`src/rtl/hsv_rgb_pkg.sv`:
```
// Shared constants and helpers for the HSV to RGB565 converter.
package hsv_rgb_pkg;

  localparam int unsigned ChanWidth   = 8;
  localparam int unsigned RgbWidth    = 16;
  localparam int unsigned RegionWidth = 3;
  localparam int unsigned RemWidth    = 6;

  localparam logic [ChanWidth-1:0] RegionSteps = 8'd43;
  localparam logic [ChanWidth-1:0] FullLevel   = 8'd255;

  localparam logic [RegionWidth-1:0] REGION_RED_YEL = 3'd0;
  localparam logic [RegionWidth-1:0] REGION_YEL_GRN = 3'd1;
  localparam logic [RegionWidth-1:0] REGION_GRN_CYN = 3'd2;
  localparam logic [RegionWidth-1:0] REGION_CYN_BLU = 3'd3;
  localparam logic [RegionWidth-1:0] REGION_BLU_MAG = 3'd4;
  localparam logic [RegionWidth-1:0] REGION_MAG_RED = 3'd5;

  // Split a hue into region and in-region remainder (hue / 43, hue % 43).
  function automatic logic [RegionWidth+RemWidth-1:0] hue_split(
    input logic [ChanWidth-1:0] hue
  );
    logic [RegionWidth-1:0] region;
    logic [ChanWidth-1:0]   base;
    logic [ChanWidth-1:0]   rem;
    if (hue >= 8'(5 * RegionSteps)) begin
      region = REGION_MAG_RED;
      base   = 8'(5 * RegionSteps);
    end else if (hue >= 8'(4 * RegionSteps)) begin
      region = REGION_BLU_MAG;
      base   = 8'(4 * RegionSteps);
    end else if (hue >= 8'(3 * RegionSteps)) begin
      region = REGION_CYN_BLU;
      base   = 8'(3 * RegionSteps);
    end else if (hue >= 8'(2 * RegionSteps)) begin
      region = REGION_GRN_CYN;
      base   = 8'(2 * RegionSteps);
    end else if (hue >= RegionSteps) begin
      region = REGION_YEL_GRN;
      base   = RegionSteps;
    end else begin
      region = REGION_RED_YEL;
      base   = 8'd0;
    end
    rem = hue - base;
    return {region, rem[RemWidth-1:0]};
  endfunction

  // Level product: (a * b) >> 8.
  function automatic logic [ChanWidth-1:0] lvl_mul(
    input logic [ChanWidth-1:0] a,
    input logic [ChanWidth-1:0] b
  );
    logic [2*ChanWidth-1:0] prod;
    prod = a * b;
    return prod[2*ChanWidth-1:ChanWidth];
  endfunction

endpackage

```
`src/rtl/hsv_to_rgb565_converter.sv`:
```
// HSV to RGB565 converter: four-stage pipeline, one pixel per clock unless stalled.
//
// Usage:
//   Input channel: in_valid_i with hue_i, saturation_i, brightness_i; the
//   block drives in_stall_o. A transfer happens on a rising edge with valid
//   high and stall low.
//   Output channel: out_valid_o with rgb565_o; the receiver drives
//   out_stall_i. Red sits in bits 15..11, green 10..5, blue 4..0.
//   Throughput is one pixel per cycle while the receiver does not stall.
//   A pixel passes through the four register stages in order: region split,
//   first products, second products, then channel routing and packing.
//   Reset empties the pipeline and drops any pixels in flight; out_valid_o
//   is low afterwards. Stalls neither lose nor repeat a pixel.
//   When the receiver stalls, the output register holds its pixel and the
//   stages behind it keep filling bubbles; once all four hold pixels,
//   in_stall_o rises in the same cycle and falls as soon as the receiver
//   lowers out_stall_i.
module hsv_to_rgb565_converter (
  input  logic                              clk_i,
  input  logic                              rst_ni,
  input  logic                              in_valid_i,
  output logic                              in_stall_o,
  input  logic [hsv_rgb_pkg::ChanWidth-1:0] hue_i,
  input  logic [hsv_rgb_pkg::ChanWidth-1:0] saturation_i,
  input  logic [hsv_rgb_pkg::ChanWidth-1:0] brightness_i,
  output logic                              out_valid_o,
  input  logic                              out_stall_i,
  output logic [hsv_rgb_pkg::RgbWidth-1:0]  rgb565_o
);
  import hsv_rgb_pkg::*;

  logic v1_q, v2_q, v3_q, v4_q;
  logic rdy1, rdy2, rdy3, rdy4;

  logic [RegionWidth-1:0] reg1_q, reg2_q, reg3_q;
  logic [ChanWidth-1:0]   f1_q, s1_q, val1_q;
  logic [ChanWidth-1:0]   val2_q, p2_q, sf2_q, sg2_q;
  logic [ChanWidth-1:0]   val3_q, p3_q, q3_q, t3_q;
  logic [RgbWidth-1:0]    rgb4_q;

  logic [RegionWidth+RemWidth-1:0] split;
  logic [RemWidth-1:0]             rem;
  logic [ChanWidth-1:0]            f_d;
  logic [ChanWidth-1:0]            r_c, g_c, b_c;
  logic [RgbWidth-1:0]             rgb_d;

  assign rdy4 = !v4_q || !out_stall_i;
  assign rdy3 = !v3_q || rdy4;
  assign rdy2 = !v2_q || rdy3;
  assign rdy1 = !v1_q || rdy2;

  assign in_stall_o  = !rdy1;
  assign out_valid_o = v4_q;
  assign rgb565_o    = rgb4_q;

  assign split = hue_split(hue_i);
  assign rem   = split[RemWidth-1:0];
  assign f_d   = {rem, 2'b00} + {1'b0, rem, 1'b0};

  always_comb begin
    case (reg3_q)
      REGION_RED_YEL: begin r_c = val3_q; g_c = t3_q;   b_c = p3_q;   end
      REGION_YEL_GRN: begin r_c = q3_q;   g_c = val3_q; b_c = p3_q;   end
      REGION_GRN_CYN: begin r_c = p3_q;   g_c = val3_q; b_c = t3_q;   end
      REGION_CYN_BLU: begin r_c = p3_q;   g_c = q3_q;   b_c = val3_q; end
      REGION_BLU_MAG: begin r_c = t3_q;   g_c = p3_q;   b_c = val3_q; end
      default:        begin r_c = val3_q; g_c = p3_q;   b_c = q3_q;   end
    endcase
    rgb_d = {r_c[7:3], g_c[7:2], b_c[7:3]};
  end

  always_ff @(posedge clk_i or negedge rst_ni) begin
    if (!rst_ni) begin
      v1_q <= 1'b0;
      v2_q <= 1'b0;
      v3_q <= 1'b0;
      v4_q <= 1'b0;
    end else begin
      if (rdy1) v1_q <= in_valid_i;
      if (rdy2) v2_q <= v1_q;
      if (rdy3) v3_q <= v2_q;
      if (rdy4) v4_q <= v3_q;
    end
  end

  always_ff @(posedge clk_i) begin
    if (rdy1 && in_valid_i) begin
      reg1_q <= split[RegionWidth+RemWidth-1:RemWidth];
      f1_q   <= f_d;
      s1_q   <= saturation_i;
      val1_q <= brightness_i;
    end
    if (rdy2 && v1_q) begin
      reg2_q <= reg1_q;
      val2_q <= val1_q;
      p2_q   <= lvl_mul(val1_q, FullLevel - s1_q);
      sf2_q  <= lvl_mul(s1_q, f1_q);
      sg2_q  <= lvl_mul(s1_q, FullLevel - f1_q);
    end
    if (rdy3 && v2_q) begin
      reg3_q <= reg2_q;
      val3_q <= val2_q;
      p3_q   <= p2_q;
      q3_q   <= lvl_mul(val2_q, FullLevel - sf2_q);
      t3_q   <= lvl_mul(val2_q, FullLevel - sg2_q);
    end
    if (rdy4 && v3_q) begin
      rgb4_q <= rgb_d;
    end
  end

endmodule
```
`config.mk`:
```
export PLATFORM = sky130hd
export DESIGN_NAME = hsv_to_rgb565_converter
export DESIGN_NICKNAME = d
export VERILOG_FILES = /design/src/rtl/hsv_rgb_pkg.sv /design/src/rtl/hsv_to_rgb565_converter.sv
export SDC_FILE = /design/constraint.sdc
export NUM_CORES = 1
export LEC_CHECK = 0
export ABC_AREA = 1
export BUFFER_PORTS_ARGS = -buffer_cell sky130_fd_sc_hd__buf_2
export CAP_MARGIN = 0
export CORE_UTILIZATION = 60
export DETAILED_ROUTE_END_ITERATION = 7
export GPL_TIMING_DRIVEN = 0
export PLACE_DENSITY = 0.77
export SKIP_LAST_GASP = 1
export SYNTH_ARGS = -nofsm -noshare
export SYNTH_HDL_FRONTEND = slang
export SYNTH_SLANG_ARGS = --single-unit
```
`constraint.sdc`:
```
create_clock -name clk_i -period 10.6 [get_ports clk_i]
set_input_delay 0.53 -clock clk_i [delete_from_list [all_inputs] [get_ports clk_i]]
set_output_delay 0.53 -clock clk_i [all_outputs]
set_load 0.005 [all_outputs]
```
# Yosys cells after proc, flatten, opt, wreduce, memory -nomap -nowiden
# Cells that the tools add are included.
[word_totals]
register_bits = 117
wordCells = 72
[classes]
addsub = 6
mul = 5
order_cmp = 5
eq_ne = 4
n_mux = 12
n_reduce_logical = 20
[ops]
columns = ["cell", "count"]
rows = [
  ["$mul 8x8->16", 5],
  ["$pmux 8 s3", 3],
  ["$sub 8x8->8 const A", 4],
  ["$mux 6", 5],
  ["$ge 8x8->1 const B", 3],
  ["$reduce_or 2->1", 5],
  ["$add 8x7->8", 1],
  ["$ge 8x6->1 const B", 1],
  ["$ge 8x7->1 const B", 1],
  ["$eq 3x2->1 const B", 2],
  ["$logic_not 1->1", 6],
  ["$sub 6x6->6", 1],
  ["$logic_and 1x1->1", 4],
  ["$logic_or 1x1->1", 4],
  ["$mux 2", 2],
  ["$eq 3x1->1 const B", 1],
  ["$eq 3x3->1 const B", 1],
  ["$logic_not 3->1", 1],
  ["$mux 1", 2],
]

# Depth between registers and ports, before layout
[depth]
depth_word = 8
depth_mapped = 22

# Worst setup path before layout
# OpenSTA, ideal clock, no wires.
[synth_timing]
path_kind = "flip-flop to flip-flop"
startpoint = "register s1_q[4]"
endpoint = "register sf2_q[5] (data pin)"
arrival_time_ns = 4.011
setup_slack_ns = 6.331
path_stages_with_launch = 19
n_path_buf = 2
period_less_slack_ns = 4.269
cell_sequence = "edfxtp_1 > clkbuf_1 > buf_1 > nand2_1 > fa_1 > inv_1 > fa_1 > fa_1 > inv_1 > fa_1 > inv_1 > ha_1 > nand2_1 > inv_1 > nand2_1 > nor4_1 > nor2_1 > nand2_1 > nand2_1"
[synth_between]
elab_chain_cells = 1
[synth_lines]
columns = ["element", "line", "source"]
rows = [
  ["start, declared", "hsv_to_rgb565_converter.sv:36", "logic [ChanWidth-1:0] f1_q, s1_q, val1_q;"],
  ["start signal, assigned", "hsv_to_rgb565_converter.sv:90", "s1_q <= saturation_i;"],
  ["$mul 8x8->16", "hsv_rgb_pkg.sv:55", "prod = a * b;"],
  ["end signal, assigned", "hsv_to_rgb565_converter.sv:97", "sf2_q <= lvl_mul(s1_q, f1_q);"],
  ["end, declared", "hsv_to_rgb565_converter.sv:37", "logic [ChanWidth-1:0] val2_q, p2_q, sf2_q, sg2_q;"],
]
# Every way passes these cells.
# A chain may end at the register's enable or synchronous reset.

# Final worst setup path
[layout_timing]
startpoint = "register s1_q[6]"
endpoint = "register sf2_q[5] (data pin)"
# The elaborated chain is that of the path after synthesis.

==> results.py <==
metrics = {
    "outcome": {
        "status": "finished clean",
    },
    "worst_setup_path": {
        "path_max_fanout": 10,
        "worst_setup_path_end_kind": "flop",
        "rrSetupSlack_ns": 5.45,
        "arrival_ns": 5.25,
        "reg2regPathDepth": 18,
        "critPathKind": "flop to flop",
        "cp-start-kind": "flop",
        "cp_data_required_time_ns": 10.71,
    },
    "synth": {
        "synthCells": 1740,
        "yosysWarningCount": 0,
        "ys_seq_area_frac": 0.223,
        "synth_async_sr_flop_share": 0.0377,
        "synth-edff-count": 102,
        "synth_cell_types": 34,
        "ys_seq_elements": 106,
        "syn-num-nets": 2115,
        "synthFlopType": "edfxtp_1",
        "syn_area_per_cell_um2": 8.14,
        "netlist_area_um2": 14200,
    },
    "floorplanning": {
        "boundaryPins": 46,
        "die_h_um": 156,
        "rows": 55,
        "dieWidth_um": 156,
        "start_util": 0.618,
        "die-area_um2": 24200,
        "core_um2": 22900,
    },
    "timing": {
        "setup_slack_ns": 5.45,
        "drv_slew": 0,
        "hold_viol_final": 0,
        "skew_ns": 0.0152,
        "finalSetupTns_ns": 0,
        "setup_viol": 0,
        "tightestPinTransition_ns": 0.944,
        "period_minus_slack_ns": 5.15,
        "grt_setup_unrepaired": "false",
        "slew-limit-headroom": 0.370,
        "fmax_mhz": 194,
        "period_share": 0.485,
    },
    "hold_path": {
        "hold_path_depth": 1,
        "min-delay-path-class": "input port to flop",
    },
    "cts": {
        "htree_levels": 3,
        "cts_root_buf": "clkbuf_16",
        "ctsResizeCount": 0,
        "cts.path.max_buffers": 2,
        "tritoncts": "done",
        "cts_made_buffers": 9,
        "clk_latency_ns": 0.36,
        "cts.clk_slew.worst_paths_ns": 0.09,
        "cts_sinks": 106,
    },
    "global_routing": {
        "antenna_found_initial": 0,
        "grt_pass1_vias": 11400,
        "grt_pass1_wl_um": 53500,
        "grt_usage": 0.283,
        "grt_overflow": 0,
        "grt_start_max_net_pins": 34,
    },
    "placed_design": {
        "dp.cells": 2099,
        "buffer_ports.inserted": 45,
        "post-place-ws_ns": 5.55,
        "place_congestion": 0.941,
        "post-dp-hpwl_um": 26600,
    },
    "finish": {
        "nFillCells": 1904,
        "layout-drive-gt1-share": 0.0399,
        "seq_area_um2": 3160,
        "fin_nets": 2173,
        "diodes": 0,
        "final_cells": 2116,
        "multi_input_area_um2": 9390,
        "synthToLayoutAreaGrowth_pct": 6.83,
        "mostFrequentLayoutCell": "nand2_1",
        "layout_common_cells": "nand2_1 (423), inv_1 (402), nor2_1 (178)",
    },
    "detailed_routing": {
        "routed-via-count": 11500,
        "drt-initial-drc-count": 844,
        "ant_nets": 0,
        "wl_per_cell_um": 15.2,
        "routed_wl_um": 32200,
        "drt-pass1-iter-count": 5,
        "route.detailed.drc": 0,
        "viasPerCell": 5.43,
    },
    "run": {
        "max_cap_viol_count": 0,
    },
}
==> layout make-up <==
| cell class | instances | area share |
|---|---|---|
| Buffer | 29 | 0.00727 |
| Clock inverter | 7 | 0.00570 |
| Multi-Input combinational cell | 1199 | 0.620 |
| Sequential cell | 106 | 0.209 |
| Clock buffer | 9 | 0.0149 |
| Timing Repair Buffer | 47 | 0.0165 |
| Tap cell | 313 | 0.0259 |
| Inverter | 406 | 0.101 |
==> per-layer routing <==
layer	global-route usage	vias up	part of all wire
met5	0	-	0
met4	0.103	0	0.032
met2	0.482	450	0.48
met1	0.364	5480	0.42
li1	-	5494	-
met3	0.0458	60	0.077
==> synthesized netlist by cell type, types with 4 or more instances <==
cell type	number	area, um^2
dfrtp_1	4	100
o21ai_0	28	140
nand2_1	423	1590
fa_1	171	3420
nor3_1	6	30.0
o2111ai_1	8	70.1
ha_1	176	2200
a21o_1	4	30.0
inv_1	402	1510
clkbuf_1	26	97.6
o22ai_1	6	37.5
xor2_1	11	96.3
nor2_1	180	676
a21oi_1	72	360
o21bai_1	13	97.6
edfxtp_1	102	3060
nand4_1	14	87.6
nor4_1	10	62.6
nand3_1	49	245
xnor2_1	10	87.6
nand3b_1	5	37.5
==> logic make-up after synthesis <==
logic type | after synthesis | share of synthesized area
buffers and inverters | 435 | 0.115
adder cells (fa/ha/maj) | 347 | 0.397
flip-flops | 106 | 0.223
AO/OA/AOI/OAI | 139 | 0.0566
XOR/XNOR | 21 | 0.0130
AND/OR/NAND/NOR | 692 | 0.195
==> registers in the layout, indices dropped and copies added, names as in the netlist, 6 cells and up <==
signal / flops
sf2_q: 8
s1_q: 8
f1_q: 7
val1_q: 8
sg2_q: 8
q3_q: 6
rgb565_o: 16
t3_q: 6
p3_q: 6
val2_q: 8
val3_q: 6
p2_q: 6
==> worst max-delay path: stages, from the launching register on <==
cell      delay (ns)
edfxtp_1        0.40
clkbuf_1        0.50
clkbuf_1        0.54
nand2_1         0.17
fa_1            0.54
inv_1           0.06
fa_1            0.48
fa_1            0.48
inv_1           0.05
fa_1            0.47
inv_1           0.04
ha_1            0.39
nand2_1         0.10
inv_1           0.07
nand2_1         0.07
nor4_1          0.30
nor2_1          0.07
nand2_1         0.06
nand2_1         0.08
==> path summary, 6_finish.rpt <==
check | endpoint | startpoint
setup reg to reg | sf2_q[5] | s1_q[6]
hold / removal | val1_q[0] | brightness_i[0]
hold reg to reg | p3_q[2] | p2_q[2]
max in group asynchronous | v2_q | rst_ni
min in group asynchronous | v3_q | rst_ni
setup / recovery | sf2_q[5] | s1_q[6]
==> timing repair <==
action | in CTS | in global routing
hold buffers | 1 | 0
endpoints found under the setup margin | 0 | 0
endpoints found under the hold margin | 4 | 0
setup buffers | 0 | 0
==> stage by stage <==
stage | hold WS [ns] | instance area, um^2 | utilization
4_1_cts | 0.327 | 15100 | 0.660
2_1_floorplan | 0.234 | 14200 | -
3_5_place_dp | 0.340 | 14800 | 0.646
3_3_place_gp | 0.336 | 14800 | 0.645
6_report | 0.336 | 15100 | 0.661
5_1_grt | 0.325 | 15100 | 0.661
Power is not shown: default switching activity piles up to over one toggle a cycle in this logic, so the estimate is an artifact.
